File: config.mk
export PLATFORM = sky130hd
export DESIGN_NAME = bllz_score
export DESIGN_NICKNAME = d
export VERILOG_FILES = /design/src/design/bllz_pkg.sv /design/src/design/bllz_score.sv
export SDC_FILE = /design/constraint.sdc
export NUM_CORES = 1
export LEC_CHECK = 0
export BUFFER_PORTS_ARGS = -buffer_cell sky130_fd_sc_hd__buf_2
export CORE_MARGIN = 2
export CORE_UTILIZATION = 54
export CTS_CLUSTER_DIAMETER = 50
export CTS_CLUSTER_SIZE = 40
export DETAILED_ROUTE_END_ITERATION = 6
export GPL_TIMING_DRIVEN = 0
export PLACE_DENSITY = 0.88
export SYNTH_ARGS = -nofsm -noshare
export SYNTH_HDL_FRONTEND = slang
export SYNTH_SLANG_ARGS = --single-unit
File: constraint.sdc
create_clock -name clk -period 4.5 [get_ports clk]
set_input_delay 0.675 -clock clk [delete_from_list [all_inputs] [get_ports clk]]
set_output_delay 0.675 -clock clk [all_outputs]
set_load 0.005 [all_outputs]
File: src/design/bllz_pkg.sv
package bllz_pkg;

	localparam int DICT_W = 17;
	localparam int TOT_W = 32;
	localparam logic [DICT_W-1:0] DICT_RESET = 17'h10000;
	localparam logic [DICT_W-1:0] ENT_MAX = {DICT_W{1'b1}};
	localparam logic [TOT_W-1:0] TOT_MAX = {TOT_W{1'b1}};

	typedef struct packed {
		logic start;
		logic seed;
		logic sample;
	} walk_req_t;

	typedef struct packed {
		logic idle;
		logic done;
		logic have;
		logic pred;
	} walk_rsp_t;

	typedef struct packed {
		logic load;
		logic scored;
		logic hit;
	} score_upd_t;

	function automatic logic [TOT_W-1:0] tot_inc(input logic [TOT_W-1:0] v);
		return (v == TOT_MAX) ? v : v + TOT_W'(1);
	endfunction

endpackage

File: src/design/bllz_score.sv
module bllz_score import bllz_pkg::*; (
	input  logic             clk,
	input  logic             arst_n,
	input  score_upd_t       upd,
	output logic [TOT_W-1:0] nxt_correct,
	output logic [TOT_W-1:0] nxt_best,
	output logic [TOT_W-1:0] nxt_scored
);

	logic [TOT_W-1:0] correct_q;
	logic [TOT_W-1:0] run_q;
	logic [TOT_W-1:0] best_q;
	logic [TOT_W-1:0] scored_q;
	logic [TOT_W-1:0] nxt_run;

	always_comb begin
		nxt_correct = correct_q;
		nxt_run = run_q;
		nxt_best = best_q;
		nxt_scored = scored_q;
		if (upd.scored) begin
			nxt_scored = tot_inc(scored_q);
			if (upd.hit) begin
				nxt_correct = tot_inc(correct_q);
				nxt_run = tot_inc(run_q);
				if (nxt_run > best_q) begin
					nxt_best = nxt_run;
				end
			end else begin
				nxt_run = '0;
			end
		end
	end

	always_ff @(posedge clk or negedge arst_n) begin
		if (!arst_n) begin
			correct_q <= '0;
			run_q <= '0;
			best_q <= '0;
			scored_q <= '0;
		end else if (upd.load) begin
			correct_q <= nxt_correct;
			run_q <= nxt_run;
			best_q <= nxt_best;
			scored_q <= nxt_scored;
		end
	end

endmodule

=== After elaboration in Yosys (flattened, before gate mapping) ===
Cells that the tools add are included.

* Bits of input ports: 5
* Output and inout port bits: 96
* Flip-flop bits (word level): 128
* Word-level logic and storage cells: 22

* Equality and inequality tests: 3
* Add/sub/neg operators: 3
* Reduce and logical (&&, ||, !) cells: 1
* Multiplexer cells: 10
* Magnitude comparators: 1

{| class="wikitable"
|+ Operator list
! kind !! count
|-
| two-way mux 32 bit || 10
|-
| adder 32 x 1 -> 32 bit (second input constant) || 3
|-
| == test 32 bit (second input constant) || 3
|-
| > comparator 32 bit || 1
|-
| AND reduction 2 bit || 1
|}

=== Longest topological paths before layout ===
Gate-level depths: netlist of the first run.

* Depth in word-level cells: 6
* Depth in mapped cells: 15
* Gate-level depth less buffers: 13

=== Least setup slack after synthesis of the first run ===
OpenSTA, ideal clock, no wires.

* Kind: reg2out
* Start: reg run_q[0]
* End: out nxt_best[22]
* Path slack: 0.139 ns
* Required time: 3.825 ns
* Arrival: 3.686 ns
* Stages on the path, launching flop included: 15
* Path buffers: 1
* Path through: dfrtp_1 -> ha_1 -> nand3_2 -> or4_4 -> a211oi_4 -> nand3_2 -> xnor2_2 -> ha_1 -> nand4_1 -> nor4_1 -> or3b_1 -> a31oi_4 -> nor2_2 -> buf_6 -> mux2_4

* Longest elaborated chain between the ends: 6
* Elaborated cells between the ends (all ways): 7
* Those cells by class: add/sub: 1; order compare: 1; eq/ne: 1; mux: 4

{| class="wikitable"
|+ RTL lines
! element !! line !! RTL
|-
| from (decl) || bllz_score.sv:11 || <nowiki>logic [TOT_W-1:0] run_q;</nowiki>
|-
| from (signal assigned) || bllz_score.sv:43 || <nowiki>run_q <= nxt_run;</nowiki>
|-
| adder 32 x 1 -> 32 bit / == test 32 bit (equally long branches) || bllz_pkg.sv:29 || <nowiki>return (v == TOT_MAX) ? v : v + TOT_W'(1);</nowiki>
|-
| two-way mux 32 bit (*) || bllz_pkg.sv:29 ||
|-
| > comparator 32 bit || bllz_score.sv:26 || <nowiki>if (nxt_run > best_q) begin</nowiki>
|-
| two-way mux 32 bit (*) || bllz_score.sv:26 ||
|-
| two-way mux 32 bit (*) || bllz_score.sv:23 || <nowiki>if (upd.hit) begin</nowiki>
|-
| two-way mux 32 bit (*) || bllz_score.sv:21 || <nowiki>if (upd.scored) begin</nowiki>
|-
| to (decl) || bllz_score.sv:6 || <nowiki>output logic [TOT_W-1:0] nxt_best,</nowiki>
|}

Mark *: on every way between the ends. The rest lies on a longest branch, timed or not.

=== Worst setup path in the final report of the first run ===
* Start: reg run_q[15]
* End: out nxt_best[11]

The elaborated chain is that of the path after synthesis.

==> key figures, run 1 <==
Status
  – Status: finished, violations left
  – Violated checks: setup timing

STA
  – Clk_skew: 0.00803 ns
  – Pins Over Slew Limit: 0
  – Rel. slew slack: 47.0%
  – Final worst slack: -0.802 ns
  – RSZ-0062 raised after global routing: true
  – Setup_tns: -24.77 ns
  – Final hold slack: 0.132 ns
  – Setup-failing EPs final: 32
  – Fmax: 0.189 GHz
  – Minimum clock period: 5.30 ns
  – Worst-margin pin slew: 0.793 ns
  – Fin crit share: 118%
  – Final Hold Viols: 0

Clocking
  – Root buffer cell: clkbuf_16
  – Worst skew pair latency: 0.43 ns
  – Hold buffer count at CTS: 0
  – Clk slew on worst S/H paths: 0.06 ns
  – CTS Buffer Depth: 2
  – Clock sinks: 128
  – CTS buffer count: 17
  – # H-tree levels: 4
  – CTS tree: yes

Worst setup path
  – Crit path max fanout: 7
  – Worst EP arrival: 4.63 ns
  – Crit. End Element: output port
  – WP data required: 3.83 ns
  – FF-to-FF Start: run_q[15]
  – Crit Path Class: flop to output port
  – Worst setup SP type: flop
  – Reg2reg path depth: 16
  – Crit Reg-Reg Endpoint: best_q[7]
  – Reg2Reg Setup Slack: 0.14 ns

Logic synthesis
  – Ys Warns: 0
  – Sequential area share after synthesis: 37.0%
  – Top post-synthesis cells by area: dfrtp_1 37%, xnor2_1 11%, mux2_2 7.8%
  – Syn Area/Cell: 9.70 sq um
  – Post-synth top area cell: dfrtp_1
  – Async set-reset flop share out of synthesis: 100%
  – Most used DFF post-synth: dfrtp_1
  – Seq cells post-synth: 128
  – Syn_nets: 932
  – Post-synth EDFFs: 0
  – Post-Syn Area: 8650 sq um
  – Cells after synthesis: 892
  – Synth top area share: 37.0%
  – Synth cell types: 68

Routing
  – Vias: 7572
  – # DRC: 0
  – Drt via density: 5.96
  – Drt pass-1 iters: 6
  – Initial DRC Count: 678
  – Routed len/inst: 17.8 um
  – Routed wire length: 22.6 mm
  – Antenna Nets Post-Route: 0

Final layout
  – Nets: 1082
  – Antenna cells: 0
  – Final core utilization: 66.7%
  – Area growth syn-to-layout: 21.6%
  – Commonest non-fill, non-tap cell in the layout: dfrtp_1
  – Cell area after layout: 10500 sq um
  – Share of cells above drive strength 1: 29.0%
  – Commonest cells after routing, fill and taps aside: 126 x dfrtp_1, 106 x buf_2, 106 x xnor2_1, 73 x nand2_1, 64 x nand3_1

Placed design
  – Gpl congestion: 0.863
  – DPL Wire Length: 14.4 mm
  – DP Area: 9450 sq um
  – Number of buffers inserted by port buffering: 99

Global routing
  – GRT Total Usage: 26.2%
  – First-pass GRT wire length: 35.2 mm
  – GRT overflow: 0
  – Pin count of the biggest net entering global routing: 97
  – Initial antenna violation count: 0
  – Vias in the first global route: 7235

Hold path
  – Hold/Removal Path Class: input port to asynchronous set/reset pin

Pwr
  – Leakage power total: 0.00496 uW
  – Worst IR Drop VDD: 0.000286 V
  – Power Density: 335 nW/um^2
  – Total power: 3520 uW

Run
  – Total of max-cap violations: 0

Die
  – Die height: 131 um
  – Ports: 101
  – Core ar.: 15800 sq um
  – Row count: 46
  – Starting Density: 54.9%
  – Full die area: 17100 sq um
  – Chip width: 131 um
worst max-delay path, cell delays in order, from the launching register on:
cell,delay (ns)
dfrtp_1,0.32
buf_4,0.16
nand3_4,0.12
or3_4,0.45
nor3_4,0.30
buf_4,0.17
nand3_1,0.08
xnor2_1,0.18
ha_1,0.35
nand4_1,0.18
nor4_4,0.43
or3b_4,0.44
a31oi_4,0.27
nor2_4,0.13
clkbuf_16,0.19
mux2_4,0.30
buf_6,0.11
area by class of cell:
| class | count | area, sq um |
|---|---|---|
| plain buffers | 40 | 240 |
| clock buffers | 23 | 488 |
| clock inverters | 9 | 154 |
| fillers | 1195 | 5250 |
| inverters | 44 | 165 |
| multi-input cells | 678 | 5170 |
| flip-flops and latches | 128 | 3210 |
| well taps | 216 | 270 |
| repair buffers | 133 | 830 |
registers in the layout, summed over array words and instances (netlist names):
| signal | flops |
|---|---|
| best_q | 32 |
| correct_q | 32 |
| scored_q | 32 |
| run_q | 32 |
where the power goes:
| group | total (uW) | switching, uW | leakage (uW) | internal [uW] |
|---|---|---|---|---|
| sequential | 1300 | 85.2 | 0.00175 | 1220 |
| clock | 1510 | 524 | 0.000309 | 985 |
| combinational | 711 | 355 | 0.00290 | 356 |
| total | 3520 | 964 | 0.00496 | 2560 |
layer usage:
| layer | vias to the layer above | routed length (um) | track usage [%] |
|---|---|---|---|
| li1 | 3465 | - | - |
| met1 | 3700 | 9020 | 32.7 |
| met4 | 0 | 698 | 10.0 |
| met5 | - | 0 | 0 |
| met3 | 78 | 1460 | 5.74 |
| met2 | 329 | 11400 | 44.7 |
worst max path at each step:
stage                         endpoint  depth (start not counted)       from
after detailed placement  nxt_best[24]                         15   run_q[0]
after global placement    nxt_best[30]                         15   run_q[0]
after floorplan           nxt_best[22]                         14   run_q[0]
after global routing      nxt_best[29]                         16  run_q[15]
after CTS                 nxt_best[29]                         15   run_q[3]
final                     nxt_best[11]                         16  run_q[15]
timing repair:
action                     4_1_cts  5_1_grt
cloned                           0        1
setup endpoints to repair       62       32
buffers inserted                18       14
pin swaps                        8        8
resized for setup               27       14
hold endpoints to repair         0        0
per-stage QoR:
stage	instances	setup WS (ns)
floorplan	892	0.139
global placement	1207	-0.708
detailed placement	1208	-0.801
CTS	1258	-0.674
global route	1271	-0.909
finish	1271	-0.802
cells in the mapped netlist, types with 4 or more instances:
library cell / count
nor4_1: 9
o31ai_1: 5
a31oi_1: 14
a21oi_1: 22
nand2b_1: 6
inv_1: 44
buf_2: 18
and3_1: 18
xnor2_1: 107
nand3_2: 5
mux2_4: 9
or2_2: 4
and4_1: 5
nand4_1: 41
nor3_1: 10
ha_1: 35
or3_1: 4
nand2_1: 73
nor2_1: 50
and2_1: 6
clkbuf_1: 13
dfrtp_1: 128
mux2_2: 60
xor2_1: 38
o21ai_0: 21
buf_6: 6
a22o_1: 20
nand3_1: 66
logic make-up after synthesis:
logic type      synth area share (%)
simple gates                    20.1
flops                           37.0
xor+xnor                        14.9
buf+inv                         4.58
compound gates                  8.81
fa+ha+maj                       5.06
mux                             9.53
No activity file was read; power rests on OpenSTA's default activity.
==> run 2, diff against run 1 <==
==> constraint.sdc (replaced) <==
create_clock -name clk -period 4.5 [get_ports clk]
set_input_delay 0.675 -clock clk [delete_from_list [all_inputs] [get_ports clk]]
set_output_delay 0.675 -clock clk [all_outputs]
set_load 0.02 [all_outputs]
==> run 2 against run 1 <==
The flow still finishes with violations (setup timing). Critical endpoint is now nxt_best[29]. First-iteration DRC count grew 7.5%. Sequential power is essentially flat. Clock power is essentially flat. Die area is the same. Combinational power grew 16%. Clock-buffer cell count is the same. Wire length grew 0.15%. Clock skew shrank 0.0012 ns. Global-route usage is essentially flat. Flip-flop and latch count is the same. Cell count is the same.
==> key figures, run 2 (synthesis gave the netlist of run 1 again) <==
Die
  – Chip width: 131 um (unchanged)
  – Ports: 101 (unchanged)
  – Row count: 46 (unchanged)
  – Starting Density: 54.9% (unchanged)
  – Core ar.: 15800 sq um (unchanged)
  – Die height: 131 um (unchanged)
  – Full die area: 17100 sq um (unchanged)

Global routing
  – GRT Total Usage: 26.2% (about the same)
  – Pin count of the biggest net entering global routing: 97 (unchanged)
  – First-pass GRT wire length: 35.2 mm (about the same)
  – Vias in the first global route: 7231 (was 7235)
  – GRT overflow: 0 (unchanged)
  – Initial antenna violation count: 0 (unchanged)

Clocking
  – CTS tree: yes (unchanged)
  – CTS Buffer Depth: 2 (unchanged)
  – Worst skew pair latency: 0.43 ns (about the same)
  – # H-tree levels: 4 (unchanged)
  – Clk slew on worst S/H paths: 0.06 ns (about the same)
  – Root buffer cell: clkbuf_16 (unchanged)
  – CTS buffer count: 17 (unchanged)
  – Clock sinks: 128 (unchanged)
  – Hold buffer count at CTS: 0 (unchanged)

Final layout
  – Sequential Area: 3210 sq um (unchanged)
  – Antenna cells: 0 (unchanged)
  – Share of cells above drive strength 1: 29.0% (unchanged)
  – Layout fillers: 1185 (was 1195)
  – Commonest non-fill, non-tap cell in the layout: dfrtp_1 (unchanged)
  – Multi-input logic area: 5170 sq um (unchanged)
  – Area growth syn-to-layout: 22.1% (was 21.6%)
  – Final core utilization: 67.0% (was 66.7%)
  – Commonest cells after routing, fill and taps aside: 126 x dfrtp_1, 106 x xnor2_1, 99 x buf_2, 73 x nand2_1, 64 x nand3_1 (was 126 x dfrtp_1, 106 x buf_2, 106 x xnor2_1, 73 x nand2_1, 64 x nand3_1)
  – Nets: 1082 (unchanged)

Worst setup path
  – WP data required: 3.83 ns (about the same)
  – Crit path max fanout: 10 (was 7)
  – Crit Path Class: flop to output port (unchanged)
  – Worst setup SP type: flop (unchanged)
  – Crit Reg-Reg Endpoint: best_q[7] (unchanged)
  – Worst EP arrival: 4.66 ns (was 4.63 ns)
  – FF-to-FF Start: run_q[18] (was run_q[15])
  – Reg2Reg Setup Slack: 0.15 ns (was 0.14 ns)
  – Crit. End Element: output port (unchanged)
  – Reg2reg path depth: 16 (unchanged)

STA
  – Clk_skew: 0.00684 ns (was 0.00803 ns)
  – Setup-failing EPs final: 32 (unchanged)
  – Fmax: 0.187 GHz (was 0.189 GHz)
  – RSZ-0062 raised after global routing: true (unchanged)
  – Setup_tns: -25.69 ns (was -24.77 ns)
  – Final worst slack: -0.835 ns (was -0.802 ns)
  – Final hold slack: 0.130 ns (was 0.132 ns)
  – Final Hold Viols: 0 (unchanged)
  – Rel. slew slack: 48.4% (was 47.0%)
  – Worst-margin pin slew: 0.772 ns (was 0.793 ns)
  – Fin crit share: 119% (was 118%)
  – Pins Over Slew Limit: 0 (unchanged)
  – Minimum clock period: 5.34 ns (was 5.30 ns)

Routing
  – Initial DRC Count: 729 (was 678)
  – Routed len/inst: 17.8 um (about the same)
  – Drt via density: 5.94 (was 5.96)
  – Vias: 7548 (was 7572)
  – Drt pass-1 iters: 5 (was 6)
  – Routed wire length: 22.7 mm (was 22.6 mm)
  – Antenna Nets Post-Route: 0 (unchanged)
  – # DRC: 0 (unchanged)

Status
  – Status: finished, violations left (unchanged)
  – Violated checks: setup timing (unchanged)

Placed design
  – Number of buffers inserted by port buffering: 99 (unchanged)
  – Gpl congestion: 0.863 (unchanged)
  – DPL Wire Length: 14.4 mm (unchanged)
  – Worst slack, placed: -0.833 ns (was -0.801 ns)

Pwr
  – Worst IR Drop VDD: 0.000286 V (about the same)
  – Leakage power total: 0.00497 uW (was 0.00496 uW)
  – Power Density: 345 nW/um^2 (was 335 nW/um^2)

Hold path
  – Hold/Removal Path Class: input port to asynchronous set/reset pin (unchanged)

Run
  – Total of max-cap violations: 0 (unchanged)
[run 2: worst max path at each step]
stage	start	end	slack (ns)	depth (start not counted)
floorplan	run_q[0]	nxt_best[22]	0.10	14
global route	run_q[15]	nxt_best[29]	-0.94	16
CTS	run_q[3]	nxt_best[29]	-0.71	15
global placement	run_q[0]	nxt_best[30]	-0.74	15
finish	run_q[18]	nxt_best[29]	-0.84	16
detailed placement	run_q[0]	nxt_best[24]	-0.83	15
[run 2: critical path, cell delays in order (launching register included)]
cell,delay [ns]
dfrtp_1,0.32
buf_4,0.16
nand3_2,0.13
or3_4,0.43
nor3_4,0.30
buf_4,0.18
nand3_1,0.08
xnor2_1,0.18
ha_1,0.35
nand4_1,0.18
nor4_4,0.43
or3b_4,0.44
a31oi_4,0.27
nor2_4,0.13
buf_8,0.18
mux2_2,0.29
buf_4,0.16
[run 2: where the power goes]
part	total [uW]	switching (uW)	leakage, uW	internal [uW]
combinational	826	450	0.00291	377
clock	1510	525	0.000309	985
sequential	1300	84.8	0.00175	1220
total	3640	1060	0.00497	2580
[run 2: metal layers]
metal	part of all wire, %	GRT usage (%)	wire length (um)	vias up
li1	-	-	-	3465
met5	0	0	0	-
met1	40	32.7	9110	3660
met2	50	44.7	11400	350
met4	3.1	10.0	699	0
met3	6.3	5.74	1420	73
[run 2: area by class of cell]
cell class	count	share of cell area, %
Buffer	40	2.27
Sequential cell	128	30.3
Clock buffer	23	4.62
Timing Repair Buffer	133	8.23
Inverter	44	1.56
Clock inverter	9	1.46
Multi-Input combinational cell	678	49.0
Tap cell	216	2.56
[run 2: repair_timing]
item / CTS / global route
setup buffers: 18 / 14
resized for setup: 29 / 30
setup endpoints to repair: 62 / 32
pin swaps: 8 / 8
gates cloned: 0 / 1
[run 2: per-stage QoR]
stage | cells | total power [uW] | instance area (sq um)
6_report | 1271 | 3640 | 10600
5_1_grt | 1271 | 3770 | 10600
4_1_cts | 1258 | 3600 | 10300
3_5_place_dp | 1208 | 2050 | 9450
3_3_place_gp | 1207 | 2020 | 9420
2_1_floorplan | 892 | 1830 | 8650
==> run 3, diff against run 2 <==
Settings changed: CAP_MARGIN from default to 40, CORE_UTILIZATION 54 to 55, PLACE_DENSITY 0.88 to 0.86.
Clock period 4.5 ns to 5.1 ns, I/O delays scaled along.
==> run 3 against run 2 <==
The run still ends with setup timing left. Clock-buffer cell count stayed put. Register-to-register slack better by 0.43 ns. Global-route usage grew 1.1 points. Sequential power decreased by 12%. Non-clock buffer count up 12. Hold slack better by 0.14 ns. Utilization up 3.2 points. Clock power decreased by 26%. Sequential share of layout area decreased by 0.49 points. Cell count grew 0.39%. Cell area grew 1.7%.
==> key figures, run 3 (synthesis gave the netlist of run 1 again) <==
Clocking
  – CTS tree: yes (unchanged)
  – Worst skew pair latency: 0.43 ns (about the same)
  – # H-tree levels: 4 (unchanged)
  – CTS buffer count: 17 (unchanged)
  – CTS Buffer Depth: 2 (unchanged)
  – Clk slew on worst S/H paths: 0.06 ns (about the same)
  – Clock sinks: 128 (unchanged)
  – Root buffer cell: clkbuf_16 (unchanged)

Worst setup path
  – Crit. End Element: output port (unchanged)
  – Crit Path Class: flop to output port (unchanged)
  – WP data required: 4.34 ns (was 3.83 ns)
  – Worst EP arrival: 4.86 ns (was 4.66 ns)
  – Worst setup SP type: flop (unchanged)
  – Crit path max fanout: 7 (was 10)

Routing
  – Drt pass-1 iters: 5 (unchanged)
  – Vias: 7592 (was 7548)
  – Drt via density: 5.95 (was 5.94)
  – Routed wire length: 22.6 mm (was 22.7 mm)
  – Antenna Nets Post-Route: 0 (unchanged)
  – # DRC: 0 (unchanged)
  – Routed len/inst: 17.7 um (was 17.8 um)
  – Initial DRC Count: 654 (was 729)

Final layout
  – Multi-input logic area: 5200 sq um (was 5170 sq um)
  – Cell area after layout: 10700 sq um (was 10600 sq um)
  – Commonest cells after routing, fill and taps aside: 124 x dfrtp_1, 104 x xnor2_1, 80 x buf_2, 73 x nand2_1, 65 x nand3_1 (was 126 x dfrtp_1, 106 x xnor2_1, 99 x buf_2, 73 x nand2_1, 64 x nand3_1)
  – Antenna cells: 0 (unchanged)
  – Layout fillers: 1134 (was 1185)
  – Sequential Area: 3210 sq um (about the same)
  – Area growth syn-to-layout: 24.2% (was 22.1%)
  – Share of cells above drive strength 1: 29.7% (was 29.0%)
  – Nets: 1094 (was 1082)
  – Commonest non-fill, non-tap cell in the layout: dfrtp_1 (unchanged)

Die
  – Die height: 129 um (was 131 um)
  – Full die area: 16800 sq um (was 17100 sq um)
  – Row count: 45 (was 46)
  – Chip width: 129 um (was 131 um)
  – Ports: 101 (unchanged)
  – Starting Density: 56.5% (was 54.9%)
  – Core ar.: 15300 sq um (was 15800 sq um)

Pwr
  – Worst IR Drop VDD: 0.000262 V (was 0.000286 V)
  – Leakage power total: 0.00502 uW (was 0.00497 uW)
  – Power Density: 285 nW/um^2 (was 345 nW/um^2)

Hold path
  – Hold/Removal Path Class: input port to asynchronous set/reset pin (unchanged)

Placed design
  – DP Area: 9450 sq um (about the same)
  – Worst slack, placed: -0.387 ns (was -0.833 ns)
  – Gpl congestion: 0.884 (was 0.863)
  – DPL Wire Length: 14.4 mm (about the same)
  – Number of buffers inserted by port buffering: 99 (unchanged)

Status
  – Violated checks: setup timing (unchanged)
  – Status: finished, violations left (unchanged)

STA
  – Worst-margin pin slew: 0.737 ns (was 0.772 ns)
  – Final Hold Viols: 0 (unchanged)
  – Setup-failing EPs final: 32 (unchanged)
  – Final worst slack: -0.530 ns (was -0.835 ns)
  – Minimum clock period: 5.63 ns
  – Clk_skew: 0.00931 ns (was 0.00684 ns)
  – RSZ-0062 raised after global routing: true (unchanged)
  – Pins Over Slew Limit: 0 (unchanged)
  – Fmax: 0.178 GHz
  – Rel. slew slack: 50.6% (was 48.4%)
  – Fin crit share: 110%

Global routing
  – GRT overflow: 0 (unchanged)
  – Initial antenna violation count: 0 (unchanged)
  – Pin count of the biggest net entering global routing: 79 (was 97)
  – First-pass GRT wire length: 36.2 mm (was 35.2 mm)
  – Vias in the first global route: 7434 (was 7231)
  – GRT Total Usage: 27.3% (was 26.2%)

Run
  – Total of max-cap violations: 0 (unchanged)
-- run 3: cell types whose count changed in the layout (fill, tap and decap cells not counted), sizes merged --
| cell | change |
|---|---|
| buf | +13 |
| bufinv | -3 |
| clkinv | +2 |
| clkbuf | -1 |
| clkinvlp | -1 |
-- run 3: layout make-up --
type | instances | share of cell area (%)
sequential | 128 | 29.8
tap | 211 | 2.46
multi-input combinational | 678 | 48.4
buffer | 42 | 2.47
clock inverter | 7 | 0.582
timing repair buffer | 143 | 10.3
clock buffer | 23 | 4.35
inverter | 44 | 1.54
-- run 3: final timing paths --
| check | slack, ns | start | endpoint | cells after the start |
|---|---|---|---|---|
| max | -0.53 | run_q[18] | nxt_best[2] | 17 |
| min | 0.27 | arst_n | correct_q[25] | 1 |
| max reg2reg | 0.58 | run_q[18] | best_q[7] | 16 |
| min reg2reg | 0.52 | scored_q[30] | scored_q[30] | 1 |
| max in group asynchronous | 4.05 | arst_n | run_q[19] | 2 |
| min in group clk | 0.52 | scored_q[30] | scored_q[30] | 1 |
-- run 3: layer usage --
metal | global-route usage (%) | part of all wire (%) | wire (um)
met1 | 33.4 | 40 | 9000
met2 | 47.8 | 51 | 11600
met3 | 5.45 | 6.1 | 1380
met4 | 10.7 | 2.9 | 660
met5 | 0 | 0 | 0
-- run 3: worst max-delay path: stages, from the launching register on --
cell	delay, ns
dfrtp_1	0.38
buf_6	0.16
nand3_4	0.10
or3_4	0.44
nor3_4	0.41
buf_6	0.17
nand3_1	0.12
xnor2_2	0.19
ha_1	0.35
nand4_1	0.20
nor4_4	0.42
or3b_4	0.43
a31oi_4	0.25
nor2_4	0.07
buf_12	0.15
buf_8	0.13
mux2_4	0.31
buf_6	0.13
-- run 3: report_power, final --
part           leakage (uW)  internal (uW)  switching, uW  total (uW)
clock network      0.000262            684            437        1120
registers           0.00175           1080           73.5        1150
logic               0.00301            389            406         794
-- run 3: repair_timing --
item,CTS,global route
pin swaps,13,12
gates resized for setup,91,19
hold endpoints to repair,0,0
setup endpoints to repair,32,32
gates cloned,3,0
hold buffers,0,0
setup buffers,28,12
-- run 3: per-stage QoR --
step	std cells	setup TNS [ns]	utilization, %	hold WS (ns)	power [uW]
after global placement	1202	-6.79	61.5	0.499	1780
after CTS	1264	-5.79	69.1	0.298	3030
after floorplan	892	0	-	0.469	1610
after global routing	1276	-17.35	70.2	0.319	3190
after detailed placement	1203	-11.35	61.7	0.508	1810
final	1276	-16.07	70.2	0.272	3060
